===== src/rtl/sewg_pkg.sv =====
// ----------------------------------------------------------------------------
// sewg_pkg
// Shared constants and transaction tag types for the sparse edge weight
// gradient core: stream field positions, default sizes, pipeline tags.
// ----------------------------------------------------------------------------
package sewg_pkg;

  // default sizes
  localparam int NUM_BASIS_DEF = 4;
  localparam int NUM_TYPES_DEF = 256;
  localparam int EDGE_BITS_DEF = 20;
  localparam int LANES_MAX     = 4;

  // field widths
  localparam int EDGE_W = 20;
  localparam int TYPE_W = 8;
  localparam int REC_W  = 2;
  localparam int VAL_W  = 16;
  localparam int PROD_W = 32;
  localparam int ACC_W  = 48;
  localparam int WG_W   = 32;

  // input tdata layout, lowest bit first
  localparam int IN_TDATA_W = 128;
  localparam int EDGE_LSB   = 0;
  localparam int TYPE_LSB   = 20;
  localparam int REC_LSB    = 28;
  localparam int BASIS_LSB  = 30;
  localparam int GRAD_LSB   = 46;
  localparam int ACT_LSB    = 110;

  // output tdata layout
  localparam int OUT_TDATA_W = 56;

  // item kinds carried on in_tuser
  localparam logic KIND_LOAD   = 1'b0;
  localparam logic KIND_SAMPLE = 1'b1;

  // sample tag travelling alongside the lane pipeline
  typedef struct packed {
    logic                    valid;
    logic                    last;
    logic [EDGE_W-1:0]       edge_idx;
    logic signed [VAL_W-1:0] act;
    logic                    type_ok;
    logic                    psat;
  } tag_t;

  // finished edge sum handed to the output stage
  typedef struct packed {
    logic                    valid;
    logic [EDGE_W-1:0]       edge_idx;
    logic signed [ACC_W-1:0] acc;
    logic                    sat;
  } fin_t;

endpackage


===== src/rtl/sewg_lane.sv =====
// ----------------------------------------------------------------------------
// sewg_lane
// One projection lane: holds one basis column for all synapse types and
// multiplies the registered coefficient by the lane's upstream gradient.
// ----------------------------------------------------------------------------
module sewg_lane #(
  parameter int NUM_TYPES = sewg_pkg::NUM_TYPES_DEF,
  parameter int TYPE_BITS = 8
) (
  input  logic                                 clk,
  input  logic                                 en,
  input  logic                                 wr_en,
  input  logic [TYPE_BITS-1:0]                 addr,
  input  logic signed [sewg_pkg::VAL_W-1:0]    wdata,
  input  logic signed [sewg_pkg::VAL_W-1:0]    grad,
  input  logic                                 ok,
  output logic signed [sewg_pkg::PROD_W-1:0]   prod
);

  logic signed [sewg_pkg::VAL_W-1:0]  mem_r [NUM_TYPES];
  logic signed [sewg_pkg::VAL_W-1:0]  b_r;
  logic signed [sewg_pkg::VAL_W-1:0]  g_r;
  logic signed [sewg_pkg::VAL_W-1:0]  bsel;
  logic signed [sewg_pkg::PROD_W-1:0] prod_r;

  always_ff @(posedge clk) begin
    if (en && wr_en) begin
      mem_r[addr] <= wdata;
    end
  end

  always_ff @(posedge clk) begin
    if (en) begin
      b_r <= mem_r[addr];
      g_r <= grad;
    end
  end

  // out-of-range type projects onto an all-zero row
  assign bsel = ok ? b_r : '0;

  always_ff @(posedge clk) begin
    if (en) begin
      prod_r <= g_r * bsel;
    end
  end

  assign prod = prod_r;

endmodule


===== config.mk =====
export PLATFORM = sky130hd
export DESIGN_NAME = sewg_lane
export DESIGN_NICKNAME = d
export VERILOG_FILES = /design/src/rtl/sewg_pkg.sv /design/src/rtl/sewg_lane.sv
export SDC_FILE = /design/constraint.sdc
export NUM_CORES = 2
export LEC_CHECK = 0
export BUFFER_PORTS_ARGS = -buffer_cell sky130_fd_sc_hd__buf_2
export CAP_MARGIN = 20
export CORE_ASPECT_RATIO = 0.8
export CORE_MARGIN = 2
export CORE_UTILIZATION = 63
export CTS_CLUSTER_SIZE = 20
export DETAILED_ROUTE_END_ITERATION = 10
export PLACE_DENSITY = 0.85
export SLEW_MARGIN = 15
export SYNTH_ARGS = -nofsm -noshare
export SYNTH_HDL_FRONTEND = slang
export SYNTH_SLANG_ARGS = --single-unit
export TNS_END_PERCENT = 100

===== constraint.sdc =====
create_clock -name clk -period 7.4 [get_ports clk]
set_clock_uncertainty 0.2 [all_clocks]
set_input_delay 0 -clock clk [delete_from_list [all_inputs] [get_ports clk]]
set_output_delay 0 -clock clk [all_outputs]
set_load 0.05 [all_outputs]

# Word-level counts from Yosys, hierarchy flattened
# Memories as Yosys holds them, arrays and structs flattened. A register that Yosys moved wholly into a read port is not among the register bits.
# Cells that the tools add are included.
[classes]
n_mul = 1
muxes = 3
n_reduce_logical = 1
[op_table]
columns = ["operator", "count"]
rows = [
  ["$mul A16 B16 Y32", 1],
  ["$mux W16", 1],
  ["$mux W1", 2],
  ["$logic_and A1 B1 Y1", 1],
]
[word_totals]
register_bits = 48
mem_bits_rw = 4096
input_bits = 44
out_inout_bits = 32
wordCells = 8
memories = 1
[memory_table]
columns = ["name", "depth", "word_bits", "read_ports", "rd_clocked_by_memory_dff", "wr", "line_no", "source"]
rows = [
  ["mem_r", 256, 16, 1, 1, 1, "sewg_lane.sv:20", "logic signed [sewg_pkg::VAL_W-1:0] mem_r [NUM_TYPES];"],
]

# Longest topological paths before layout
[depth]
depth_word = 3
ltp_mapped = 24
mapped_depth_nobuf = 21

# Least setup slack after synthesis
# OpenSTA, ideal clock, no wires.
[synth_timing]
path_type = "register to register"
from = "register b_r[1] in the netlist's numbering (read register of mem_r)"
to = "register prod_r (netlist bit prod[29]) (data pin)"
setup_ns = 0.263
arrival_ns = 6.085
t_required_ns = 6.937
path_slack_ns = 0.853
stages_incl_launch_ff = 20
path_buffers = 1
synth_period_minus_slack_ns = 6.547
cell_sequence = "edfxtp_1 and2_1 clkbuf_1 nand2_1 inv_1 fa_1 fa_1 fa_1 fa_1 fa_1 inv_1 fa_1 inv_1 ha_1 or3_1 o31a_1 a2111oi_0 nor3b_1 nor2_1 xor2_1"
[synth_via]
elab_chain_len = 2
[synth_lines]
columns = ["element", "line_no", "source"]
rows = [
  ["start, declared", "sewg_lane.sv:21", "logic signed [sewg_pkg::VAL_W-1:0] b_r;"],
  ["$mux W16", "sewg_lane.sv:40", "assign bsel = ok ? b_r : '0;"],
  ["$mul A16 B16 Y32", "sewg_lane.sv:44", "prod_r <= g_r * bsel;"],
  ["end signal, assigned", "sewg_lane.sv:44", ""],
  ["end, declared", "sewg_lane.sv:24", "logic signed [sewg_pkg::PROD_W-1:0] prod_r;"],
]
# No other way between the ends.
# A chain may end at the register's enable or synchronous reset.

# Worst setup path after layout
[layout_timing]
from = "register b_r[1] in the netlist's numbering (read register of mem_r)"
to = "register prod_r (netlist bit prod[31]) (data pin)"
# The elaborated chain is that of the path after synthesis.

==> results.md <==
| Item | Reported |
| --- | --- |
| Path class of the lowest-slack min-delay path | in -> reg |
| Most used standard cell by instance count after synthesis | sky130_fd_sc_hd__edfxtp_1 |
| HPWL after detailed placement | 272000 µm |
| Net count reported at finish | 8347 |
| Setup repair after global routing missed its margin | no |
| Static leakage power | 60.62 nW |
| Post-CTS setup buffers | 0 |
| Routed length per placed instance | 45.76 µm |
| Total global routing overflow | 0 |
| Endpoints failing setup | 0 |
| Max-capacitance violation count | 0 |
| Number of core rows | 169 |
| Share of cells above drive strength 1 | 28.95% |
| Final hold violations | 0 |
| Routability-driven placement congestion ratio | 0.9034 |
| FMAX | 142.0 MHz |
| Headroom to the max-slew limit | 13.15% |
| Number of global-route vias before repair | 91300 |
| Starting Density | 63.46% |
| Count of flip-flops with a built-in enable after synthesis | 4160 |
| Clock latency of the later-clocked register in the worst-skew pair | 0.96 ns |
| Post-synthesis register bit count | 4160 |
| Most common library cells after synthesis | sky130_fd_sc_hd__edfxtp_1, sky130_fd_sc_hd__mux4_2, sky130_fd_sc_hd__nor2_1, sky130_fd_sc_hd__inv_1, sky130_fd_sc_hd__fa_1 |
| Total die area | 271500 µm² |
| Design area | 188000 µm² |
| Maximum clock insertion buffer count | 4 |
| Number of DRC markers after the initial detailed-route iteration | 19280 |
| Number of buffers created by CTS | 370 |
| Distinct cell type count after synthesis | 60 |
| Data required time at the worst endpoint | 7.95 ns |
| Overall die width | 582.0 µm |
| Post-synth top area cell | sky130_fd_sc_hd__edfxtp_1 |
| Total iterations of the first detailed-routing run | 8 |
| Total wirelength of the detailed-routed design | 538900 µm |
| YS warnings | 0 |
| Placeable core region | 265400 µm² |
| Syn Inst Count | 7489 |
| Cell types occupying the most area after synthesis | sky130_fd_sc_hd__edfxtp_1, sky130_fd_sc_hd__mux4_2, sky130_fd_sc_hd__fa_1, sky130_fd_sc_hd__nor2_1, sky130_fd_sc_hd__inv_1 |
| Maximum fanout encountered on the critical timing path | 9 |
| Clock transition at the register clock pins on the worst setup and hold paths after CTS | 0.07 ns |
| Total power draw | 0.05432 W |
| Remaining number of nets flagged by the antenna check after routing | 0 |
| Count of buffers inserted at the top-level ports | 75 |
| Antenna violations before repair | 53 |
| Post-DR vias/cell | 7.767 |
| Synthesized net count | 7877 |
| Drc violations | 0 |
| I/O pin cnt | 76 |
| Setup TNS | 0 ns |
| Relative area change from synthesis to final layout | 11.65% |
| Register area share after synthesis | 74.18% |
| Element type at the critical path start | register |
| Async set-or-reset flop fraction in the synthesized netlist | 0% |
| Total GRT Usage | 39.74% |
| Prevailing post-synth register cell | sky130_fd_sc_hd__edfxtp_1 |
| Min Clock Period, post-route | 7.044 ns |
| Die boundary height | 466.4 µm |
| Arrival @ worst endpoint | 7.59 ns |
| Outcome | completed |
| Clk Tree Root Cell | sky130_fd_sc_hd__clkbuf_16 |
| Total number of clock tree sinks | 4160 |
| Area of the mapped netlist | 168400 µm² |
| Worst Tran Pin Value | 1.303 ns |
| Share of the synthesized area in the top cell type | 74.18% |
| Average cell area after synthesis | 22.49 µm² |
| Path type of the worst setup path | reg -> reg |
| Type of destination of the critical path | register |
| Total power per unit cell area | 288.9 nW/µm² |
| Final max-slew violation count | 0 |
| Post-placement cell area | 174600 µm² |
| Routed vias | 91470 |
| CTS H-tree lvls | 5 |
| Clock tree from TritonCTS | done |
| Final worst path period share | 95.18% |
| Global-route wire length before repair | 735600 µm |
| Largest net degree at the start of global routing | 178 |
| Peak supply drop | 0.5055 mV |
-- power by group --
| part | internal (W) | switching [W] |
|---|---|---|
| Sequential | 0.0263 | 0.000108 |
| Clock | 0.0106 | 0.00909 |
| Combinational | 0.00311 | 0.00509 |
| Total | 0.0400 | 0.0143 |
-- per-layer routing --
layer	track usage (%)	share of wire, %
met5	0.9254	0.16
met3	14.26	16
met2	61.71	47
met4	25.37	8.8
met1	47.79	28
-- cell usage in the layout (no fill, tap or decap), types with 14 or more instances in the layout --
| cell | n |
|---|---|
| sky130_fd_sc_hd__xnor2_1 | 24 |
| sky130_fd_sc_hd__a22oi_1 | 45 |
| sky130_fd_sc_hd__nor2_4 | 28 |
| sky130_fd_sc_hd__dlygate4sd3_1 | 59 |
| sky130_fd_sc_hd__edfxtp_1 | 4160 |
| sky130_fd_sc_hd__clkinv_2 | 56 |
| sky130_fd_sc_hd__clkbuf_1 | 85 |
| sky130_fd_sc_hd__inv_1 | 281 |
| sky130_fd_sc_hd__buf_8 | 41 |
| sky130_fd_sc_hd__ha_1 | 82 |
| sky130_fd_sc_hd__clkbuf_8 | 14 |
| sky130_fd_sc_hd__clkinv_1 | 74 |
| sky130_fd_sc_hd__nor2_1 | 175 |
| sky130_fd_sc_hd__and3_1 | 127 |
| sky130_fd_sc_hd__fa_1 | 260 |
| sky130_fd_sc_hd__nand2_1 | 157 |
| sky130_fd_sc_hd__nand3_1 | 89 |
| sky130_fd_sc_hd__nor3_1 | 17 |
| sky130_fd_sc_hd__buf_16 | 15 |
| sky130_fd_sc_hd__nor2_2 | 91 |
| sky130_fd_sc_hd__bufinv_16 | 33 |
| sky130_fd_sc_hd__buf_6 | 20 |
| sky130_fd_sc_hd__diode_2 | 25 |
| sky130_fd_sc_hd__clkbuf_16 | 383 |
| sky130_fd_sc_hd__buf_2 | 54 |
| sky130_fd_sc_hd__mux4_2 | 1280 |
| sky130_fd_sc_hd__buf_12 | 22 |
| sky130_fd_sc_hd__a21oi_1 | 41 |
| sky130_fd_sc_hd__buf_4 | 282 |
-- final cells by class --
| class | count | area, µm² |
|---|---|---|
| diodes | 25 | 62.56 |
| multi-input cells | 2636 | 40990 |
| clock inverters | 191 | 1807 |
| clock buffers | 468 | 9903 |
| inverters | 282 | 1066 |
| repair buffers | 509 | 4880 |
| flip-flops and latches | 4160 | 124900 |
| fillers | 13680 | 77360 |
| well taps | 3505 | 4385 |
-- metrics by stage --
step / setup WS [ns] / hold slack, ns / cells / utilization (%)
2_1_floorplan: 0.8527 / -0.1011 / 7489 / -
3_3_place_gp: 0.3620 / -0.02195 / 10960 / 65.67
3_5_place_dp: 0.2846 / -0.02190 / 10980 / 65.81
4_1_cts: 0.2187 / 0.04240 / 11700 / 70.44
5_1_grt: 0.05569 / 0.008559 / 11760 / 70.83
6_report: 0.3563 / 0.01338 / 11780 / 70.85
-- registers in the layout, indices dropped and copies added, names as in the netlist --
signal  flops
prod       32
b_r        16
g_r        16
mem_r    4096
-- worst max-delay path, stage by stage, from the launching register on --
cell                       delay (ns)
sky130_fd_sc_hd__edfxtp_1        0.51
sky130_fd_sc_hd__and2_1          0.33
sky130_fd_sc_hd__nand2_1         0.17
sky130_fd_sc_hd__inv_1           0.11
sky130_fd_sc_hd__fa_2            0.75
sky130_fd_sc_hd__fa_1            0.49
sky130_fd_sc_hd__fa_1            0.50
sky130_fd_sc_hd__fa_1            0.51
sky130_fd_sc_hd__fa_1            0.49
sky130_fd_sc_hd__inv_1           0.05
sky130_fd_sc_hd__fa_1            0.48
sky130_fd_sc_hd__inv_1           0.05
sky130_fd_sc_hd__ha_1            0.45
sky130_fd_sc_hd__nand3_1         0.23
sky130_fd_sc_hd__nor3_1          0.36
sky130_fd_sc_hd__nand3_1         0.11
sky130_fd_sc_hd__nor3_1          0.46
sky130_fd_sc_hd__nor3b_2         0.14
sky130_fd_sc_hd__o21a_1          0.22
sky130_fd_sc_hd__a211oi_1        0.22
-- cell families after synthesis --
logic type,count (synthesis),share of synthesized area [%]
muxes,1294,17.20
DFF,4160,74.18
AOI/OAI and AO/OA,193,0.8121
and+or+nand+nor,770,2.099
xor gates and xnor gates,35,0.1820
adders and majority gates,344,3.724
buffers and inverters,693,1.797
-- worst paths after layout --
kind | startpoint | endpoint | slack (ns) | cells past startpoint
hold / removal | wdata[10] | mem_r[34][10] | 0.01 | 2
hold reg to reg | g_r[0] | prod[0] | 0.81 | 2
setup reg to reg | b_r[1] | prod[31] | 0.36 | 19
setup / recovery | b_r[1] | prod[31] | 0.36 | 19
-- what timing repair did --
item / in CTS / in global routing
hold buffers: 57 / 3
setup endpoints to repair: 0 / 3
gates resized for setup: 0 / 5
hold endpoints to repair: 2115 / 104
(Power assumes the default switching activity.)
