<file path="config.mk">
export PLATFORM = sky130hd
export DESIGN_NAME = sewg_merge
export DESIGN_NICKNAME = d
export VERILOG_FILES = /design/src/rtl/sewg_pkg.sv /design/src/rtl/sewg_merge.sv
export SDC_FILE = /design/constraint.sdc
export NUM_CORES = 2
export LEC_CHECK = 0
export ABC_AREA = 1
export BUFFER_PORTS_ARGS = -buffer_cell sky130_fd_sc_hd__clkbuf_2
export CAP_MARGIN = 20
export CORE_MARGIN = 8
export CORE_UTILIZATION = 65
export DETAILED_ROUTE_END_ITERATION = 7
export GPL_TIMING_DRIVEN = 0
export PLACE_DENSITY = 0.86
export SYNTH_ARGS = -nofsm -noshare
export SYNTH_HDL_FRONTEND = slang
export SYNTH_SLANG_ARGS = --single-unit
</file>
<file path="constraint.sdc">
create_clock -name clk -period 17.24 [get_ports clk]
set_input_delay 2.586 -clock clk [delete_from_list [all_inputs] [get_ports clk]]
set_output_delay 2.586 -clock clk [all_outputs]
set_load 0.05 [all_outputs]
</file>
<file path="src/rtl/sewg_pkg.sv">
// ----------------------------------------------------------------------------
// sewg_pkg
// Shared constants and transaction tag types for the sparse edge weight
// gradient core: stream field positions, default sizes, pipeline tags.
// ----------------------------------------------------------------------------
package sewg_pkg;

  // default sizes
  localparam int NUM_BASIS_DEF = 4;
  localparam int NUM_TYPES_DEF = 256;
  localparam int EDGE_BITS_DEF = 20;
  localparam int LANES_MAX     = 4;

  // field widths
  localparam int EDGE_W = 20;
  localparam int TYPE_W = 8;
  localparam int REC_W  = 2;
  localparam int VAL_W  = 16;
  localparam int PROD_W = 32;
  localparam int ACC_W  = 48;
  localparam int WG_W   = 32;

  // input tdata layout, lowest bit first
  localparam int IN_TDATA_W = 128;
  localparam int EDGE_LSB   = 0;
  localparam int TYPE_LSB   = 20;
  localparam int REC_LSB    = 28;
  localparam int BASIS_LSB  = 30;
  localparam int GRAD_LSB   = 46;
  localparam int ACT_LSB    = 110;

  // output tdata layout
  localparam int OUT_TDATA_W = 56;

  // item kinds carried on in_tuser
  localparam logic KIND_LOAD   = 1'b0;
  localparam logic KIND_SAMPLE = 1'b1;

  // sample tag travelling alongside the lane pipeline
  typedef struct packed {
    logic                    valid;
    logic                    last;
    logic [EDGE_W-1:0]       edge_idx;
    logic signed [VAL_W-1:0] act;
    logic                    type_ok;
    logic                    psat;
  } tag_t;

  // finished edge sum handed to the output stage
  typedef struct packed {
    logic                    valid;
    logic [EDGE_W-1:0]       edge_idx;
    logic signed [ACC_W-1:0] acc;
    logic                    sat;
  } fin_t;

endpackage

</file>
<file path="src/rtl/sewg_merge.sv">
// ----------------------------------------------------------------------------
// sewg_merge
// Combines the lane products: Q.12 rounding and 24-bit clamp of the
// projection, scaling by activity, saturating 48-bit batch accumulation.
// ----------------------------------------------------------------------------
module sewg_merge #(
  parameter int NUM_LANES = sewg_pkg::LANES_MAX
) (
  input  logic                               clk,
  input  logic                               rst_n,
  input  logic                               en,
  input  logic signed [sewg_pkg::PROD_W-1:0] prod [NUM_LANES],
  input  sewg_pkg::tag_t                     tag_in,
  output sewg_pkg::fin_t                     fin
);

  localparam int DOT_W  = sewg_pkg::PROD_W + 3;
  localparam int PROJ_W = 24;
  localparam int TERM_W = PROJ_W + sewg_pkg::VAL_W;
  localparam int SUM_W  = sewg_pkg::ACC_W + 1;
  localparam logic signed [DOT_W-1:0] PROJ_MAX = DOT_W'(signed'(64'sd8388607));
  localparam logic signed [DOT_W-1:0] PROJ_MIN = DOT_W'(signed'(-64'sd8388608));

  logic signed [DOT_W-1:0]            dot;
  logic signed [DOT_W-1:0]            dot_rnd;
  logic signed [DOT_W-1:0]            dot_q;
  logic signed [PROJ_W-1:0]           proj_nxt;
  logic                               psat_nxt;
  logic signed [PROJ_W-1:0]           proj_r;
  sewg_pkg::tag_t                     tag3_nxt;
  sewg_pkg::tag_t                     tag3_r;
  logic signed [TERM_W-1:0]           term_r;
  sewg_pkg::tag_t                     tag4_r;
  logic signed [SUM_W-1:0]            sum;
  logic signed [sewg_pkg::ACC_W-1:0]  acc_nxt;
  logic                               sat_nxt;
  logic signed [sewg_pkg::ACC_W-1:0]  acc_r;
  logic                               sat_r;
  sewg_pkg::fin_t                     fin_nxt;
  sewg_pkg::fin_t                     fin_r;

  // lane sum, round half up to Q.12, clamp to 24 bits
  always_comb begin
    dot = '0;
    for (int i = 0; i < NUM_LANES; i++) begin
      dot = dot + DOT_W'(prod[i]);
    end
    dot_rnd = dot + DOT_W'(signed'(64'sd2048));
    dot_q   = dot_rnd >>> 12;
    psat_nxt = 1'b0;
    if (dot_q > PROJ_MAX) begin
      proj_nxt = {1'b0, {(PROJ_W-1){1'b1}}};
      psat_nxt = 1'b1;
    end else if (dot_q < PROJ_MIN) begin
      proj_nxt = {1'b1, {(PROJ_W-1){1'b0}}};
      psat_nxt = 1'b1;
    end else begin
      proj_nxt = dot_q[PROJ_W-1:0];
    end
  end

  always_comb begin
    tag3_nxt      = tag_in;
    tag3_nxt.psat = psat_nxt;
  end

  always_ff @(posedge clk) begin
    if (!rst_n) begin
      tag3_r <= '0;
      tag4_r <= '0;
    end else if (en) begin
      tag3_r <= tag3_nxt;
      tag4_r <= tag3_r;
    end
  end

  always_ff @(posedge clk) begin
    if (en) begin
      proj_r <= proj_nxt;
      term_r <= proj_r * tag3_r.act;
    end
  end

  // saturating accumulate: overflow shows as a mismatch of the top two bits
  always_comb begin
    sum     = SUM_W'(acc_r) + SUM_W'(term_r);
    sat_nxt = sat_r | tag4_r.psat;
    if (sum[SUM_W-1] != sum[SUM_W-2]) begin
      acc_nxt = sum[SUM_W-1] ? {1'b1, {(sewg_pkg::ACC_W-1){1'b0}}}
                             : {1'b0, {(sewg_pkg::ACC_W-1){1'b1}}};
      sat_nxt = 1'b1;
    end else begin
      acc_nxt = sum[sewg_pkg::ACC_W-1:0];
    end
  end

  always_comb begin
    fin_nxt.valid    = tag4_r.valid && tag4_r.last;
    fin_nxt.edge_idx = tag4_r.edge_idx;
    fin_nxt.acc      = acc_nxt;
    fin_nxt.sat      = sat_nxt;
  end

  always_ff @(posedge clk) begin
    if (!rst_n) begin
      acc_r <= '0;
      sat_r <= 1'b0;
      fin_r <= '0;
    end else if (en) begin
      fin_r <= fin_nxt;
      if (tag4_r.valid) begin
        if (tag4_r.last) begin
          acc_r <= '0;
          sat_r <= 1'b0;
        end else begin
          acc_r <= acc_nxt;
          sat_r <= sat_nxt;
        end
      end
    end
  end

  assign fin = fin_r;

endmodule

</file>
; Word level (Yosys, flattened, before mapping)
; Cells that the tools add are included.
[op_classes]
reduce_logical = 2
muxes = 8
n_mul = 1
n_eq_ne = 1
n_addsub = 5
order_cmp = 2
bitwise = 1
[op_table]
columns = cell, n
row1 = 48-bit 2-to-1 mux, 3
row2 = 48-bit by 40-bit adder with 49-bit output, 1
row3 = 24-bit by 16-bit multiplier with 40-bit output, 1
row4 = 34-bit by 32-bit adder with 35-bit output, 1
row5 = 35-bit by 13-bit adder with 35-bit output (second input constant), 1
row6 = 33-bit by 32-bit adder with 34-bit output, 1
row7 = 32-bit by 32-bit adder with 33-bit output, 1
row8 = 23-bit by 24-bit greater-than comparator with 1-bit output (second input constant), 1
row9 = 23-bit by 24-bit less-than comparator with 1-bit output (second input constant), 1
row10 = 24-bit 2-to-1 mux, 1
row11 = 1-bit 2-to-1 mux, 4
row12 = 2-bit AND reduction, 1
row13 = 1-bit logical AND, 1
row14 = 1-bit inequality test, 1
row15 = 1-bit OR, 1
[totals]
register_bits = 245
output_inout_bits = 70
word_cells = 37

; Depth between registers and ports, before layout
[logic_depth]
ltp_word = 7
ltp_mapped = 28

; Least setup slack after synthesis
; No wires, ideal clock.
[synth_timing]
path_kind = register to register
start = reg proj_r[23]
end = reg term_r[39] (data pin)
path_buffers = 2
slack_ps = 11148
setup_ps = 261
arrival_ps = 5831
stages_incl_launch_ff = 21
synth_period_minus_slack_ps = 6092
path_cell_list = edfxtp_1 > clkbuf_1 > clkbuf_1 > nand2_1 > fa_1 > inv_1 > fa_1 > fa_1 > fa_1 > inv_1 > fa_1 > fa_1 > inv_1 > ha_1 > inv_1 > nor3_1 > nand2_1 > nor4_1 > nand3_1 > nand3_1 > xor2_1
[synth_between]
elab_chain_len = 1
[synth_rtl]
columns = item, line_no
row1 = start: declaration, sewg_merge.sv:29  ; logic signed [PROJ_W-1:0] proj_r;
row2 = start signal: assignment, sewg_merge.sv:79  ; proj_r <= proj_nxt;
row3 = 24-bit by 16-bit multiplier with 40-bit output, sewg_merge.sv:80  ; term_r <= proj_r * tag3_r.act;
row4 = end signal: assignment, sewg_merge.sv:80
row5 = end: declaration, sewg_merge.sv:32  ; logic signed [TERM_W-1:0] term_r;
; No other way between the ends.
; A chain may end at the register's enable or synchronous reset.

; Worst setup path after layout
[layout_timing]
start = reg proj_r[23]
end = reg term_r[38] (data pin)
; The elaborated chain is that of the path after synthesis.

==> results.md <==
* Clock buffer depth at 3
* Filler cell count in the final layout at 3658
* Die Height at roughly 230 um
* Sequential share of the synthesized area at 18.3%
* Synth-to-Final Area Change at 9.61%
* Crit end category: register
* Resize count post-CTS at 0
* Aggregate global-route resource usage at between 30% and 40%
* Cts hold-fix bufs at 0
* Largest net degree at the start of global routing at 45
* Worst Setup Start Kind: register
* Worst slew pin tran at 1.08 ns
* Antenna violations before repair at 3
* Vias in the first global route at around 27000
* DR vias at 26600
* Routed Antenna Nets at 0
* Maximum clock frequency at 0.126 GHz
* Critical Path Most Common Cell: fa_1
* Clk Latency, worst-skew pair at 0.57 ns
* Max_slew headroom at between 20% and 30%
* Root buffer cell: clkbuf_16
* H-tree depth at 1
* Slowest cell on crit path: fa_1
* RePlAce Congestion at 1.04
* Final period util at 46.0%
* Congestion Overflow GR at 0
* Worst hold-check path type: register to register
* Max-Cap Viols at 0
* CTS sink cnt at 242
* Crit Path Class: register to register
* Yosys warnings at 0
* Final hold vios at 0
* DR DRC count at 0
* Asr flop ratio synth at 0%
* Synth Register Bits at 242
* Crit path largest cell delay at 0.97 ns
* Distinct cells, synth at 43
* Vias per cell at between 5 and 6
* Cts bufs inserted at 26
* Final setup vio count at 0
* Ant diodes at 0
* Std cell rows at 78
* Crit-path cells: clkbuf_1, clkbuf_1, nand2_1, fa_1, inv_1, fa_1, fa_1, fa_1, inv_1, fa_1, fa_1, inv_1, ha_1, inv_1, nor3_1, nand2_1, nor3_1, nand4_1, o2111ai_1, xor2_1
* RSZ-0062 raised after global routing: false
* Routed wire per std cell at 17.7 um
* Final HPWL DP at 71000 um
* Core area at between 0.04 and 0.05 sq mm
* Setup bufs post-CTS at 0
* Synthesized instance count at approximately 4000
* Synthesized area at 0.0299 sq mm
* Total length of routed wires at 86000 um
* Initial drt markers at 2086
* Outcome: finished, final reports clean
* CTS tree: built
* CP delay by family, top: adder cells
* Pre-Repair DR Iteration Count at 6
* Starting Density at approximately 66%
* Clock skew at 0.0368 ns
* Number of port buffers at about 240
* # nets final at 5053
* Final Slew Violations at 0
* Post-synth EDFFs at 63
* Worst Path Buf+Inv at 6
* First-pass GRT wire length at 138000 um
* Worst Path Max Fanout at 10
* Chip Width at around 230 um
* Shortest period the worst path allows at 7.93 ns
* Fraction of layout cells with a size suffix above 1 at 7.87%
* Avg Cell Area, Syn at 7.53 sq um
* Critical Path RT at 17.53 ns
* Die footprint at 0.0531 sq mm
* Fin Setup TNS at 0 ns
* I/O Pins at 241
* Reg clk slew, reported paths at 0.06 ns
* CP arrival at between 8 and 9 ns
* Ys flop type: dfxtp_1
* Post-Syn Nets at approximately 4800
## per-layer routing
metal | GRT usage [%] | vias up | routed length [um]
li1 | - | 12500 | -
met1 | 38.2 | 12600 | 31600
met2 | 55.1 | 1274 | 40700
met3 | 7.60 | 314 | 8660
met4 | 16.0 | 6 | 4970
met5 | 0 | - | 43
## cell type report
| class | instances | area (sq um) | area share (%) |
|---|---|---|---|
| Tap cell | 600 | 751 | 2.29 |
| Multi-Input combinational cell | 2727 | 20600 | 62.9 |
| Timing Repair Buffer | 238 | 1210 | 3.69 |
| Sequential cell | 242 | 5480 | 16.7 |
| Clock buffer | 35 | 737 | 2.25 |
| Clock inverter | 13 | 179 | 0.546 |
| Buffer | 141 | 576 | 1.76 |
| Inverter | 862 | 3240 | 9.87 |
## worst register-to-register path, cell delays in order (launching register included)
cell	delay, ns
edfxtp_1	0.32
clkbuf_1	0.53
clkbuf_1	0.49
nand2_1	0.23
fa_1	0.74
inv_1	0.15
fa_1	0.97
fa_1	0.61
fa_1	0.56
inv_1	0.06
fa_1	0.45
fa_1	0.49
inv_1	0.04
ha_1	0.42
inv_1	0.11
nor3_1	0.35
nand2_1	0.16
nor3_1	0.38
nand4_1	0.26
o2111ai_1	0.24
xor2_1	0.10
## logic make-up (layout without fill, tap and decap cells)
| family | after synthesis | after routing | synth area share [%] |
|---|---|---|---|
| AND/OR/NAND/NOR | 1562 | 1562 | 20.7 |
| flip-flops | 242 | 242 | 18.3 |
| buffers and inverters | 1003 | 1289 | 12.7 |
| XOR/XNOR | 95 | 95 | 2.78 |
| AO/OA/AOI/OAI | 426 | 426 | 7.64 |
| adder cells (fa/ha/maj) | 644 | 644 | 37.8 |
## worst paths after layout
check                           cells after the start  slack, ns          to  startpoint
worst max-delay path                               20       9.31  term_r[38]  proj_r[23]
worst min register to register                      2       0.47   acc_r[36]   acc_r[36]
worst max register to register                     20       9.31  term_r[38]  proj_r[23]
worst min-delay path                                2       0.47   acc_r[36]   acc_r[36]
## state kept, by name, summed over array words and instances, names as in the netlist
| signal | flops |
|---|---|
| tag3_r | 38 |
| term_r | 40 |
| tag4_r | 2 |
| acc_r | 48 |
| proj_r | 23 |
| fin | 70 |
| fin_nxt | 20 |
| sat_r | 1 |
## synthesized netlist by cell type, types with 6 or more instances
| cell type | number | share of area [%] |
|---|---|---|
| a21o_1 | 15 | 0.38 |
| a21oi_1 | 178 | 3.0 |
| a31oi_1 | 10 | 0.21 |
| buf_1 | 9 | 0.11 |
| clkbuf_1 | 122 | 1.5 |
| dfxtp_1 | 179 | 12 |
| edfxtp_1 | 63 | 6.3 |
| fa_1 | 434 | 29 |
| ha_1 | 210 | 8.8 |
| inv_1 | 850 | 11 |
| inv_2 | 12 | 0.15 |
| nand2_1 | 994 | 12 |
| nand2_2 | 10 | 0.21 |
| nand3_1 | 62 | 1.0 |
| nand4_1 | 31 | 0.65 |
| nor2_1 | 410 | 5.1 |
| nor2_2 | 10 | 0.21 |
| nor3_1 | 23 | 0.38 |
| o21ai_0 | 166 | 2.8 |
| o21ai_1 | 20 | 0.33 |
| o21bai_1 | 17 | 0.43 |
| or2_2 | 6 | 0.13 |
| xnor2_1 | 25 | 0.73 |
| xor2_1 | 70 | 2.0 |
## stage by stage
stage	hold slack, ns	worst slack (ns)	instances	util, %	instance area (sq um)
floorplan	0.449	11.15	3972	-	29900
global placement	0.455	9.73	4809	70.2	31800
detailed placement	0.462	9.57	4810	70.2	31900
CTS	0.471	9.51	4858	72.2	32800
global route	0.486	9.07	4858	72.2	32800
finish	0.469	9.31	4858	72.2	32800
## placed cells by master, fill, tap and decap left out, types with 63 or more instances in the layout
| cell | count |
|---|---|
| o21ai_0 | 166 |
| clkbuf_2 | 236 |
| a21oi_1 | 178 |
| fa_1 | 434 |
| nor2_1 | 410 |
| inv_1 | 850 |
| clkbuf_1 | 128 |
| ha_1 | 210 |
| xor2_1 | 70 |
| edfxtp_1 | 63 |
| nand2_1 | 994 |
| dfxtp_1 | 179 |
Power is left out: the tool's default activity adds up to more than one toggle a clock period on the data nets, which glitch-free logic cannot reach.
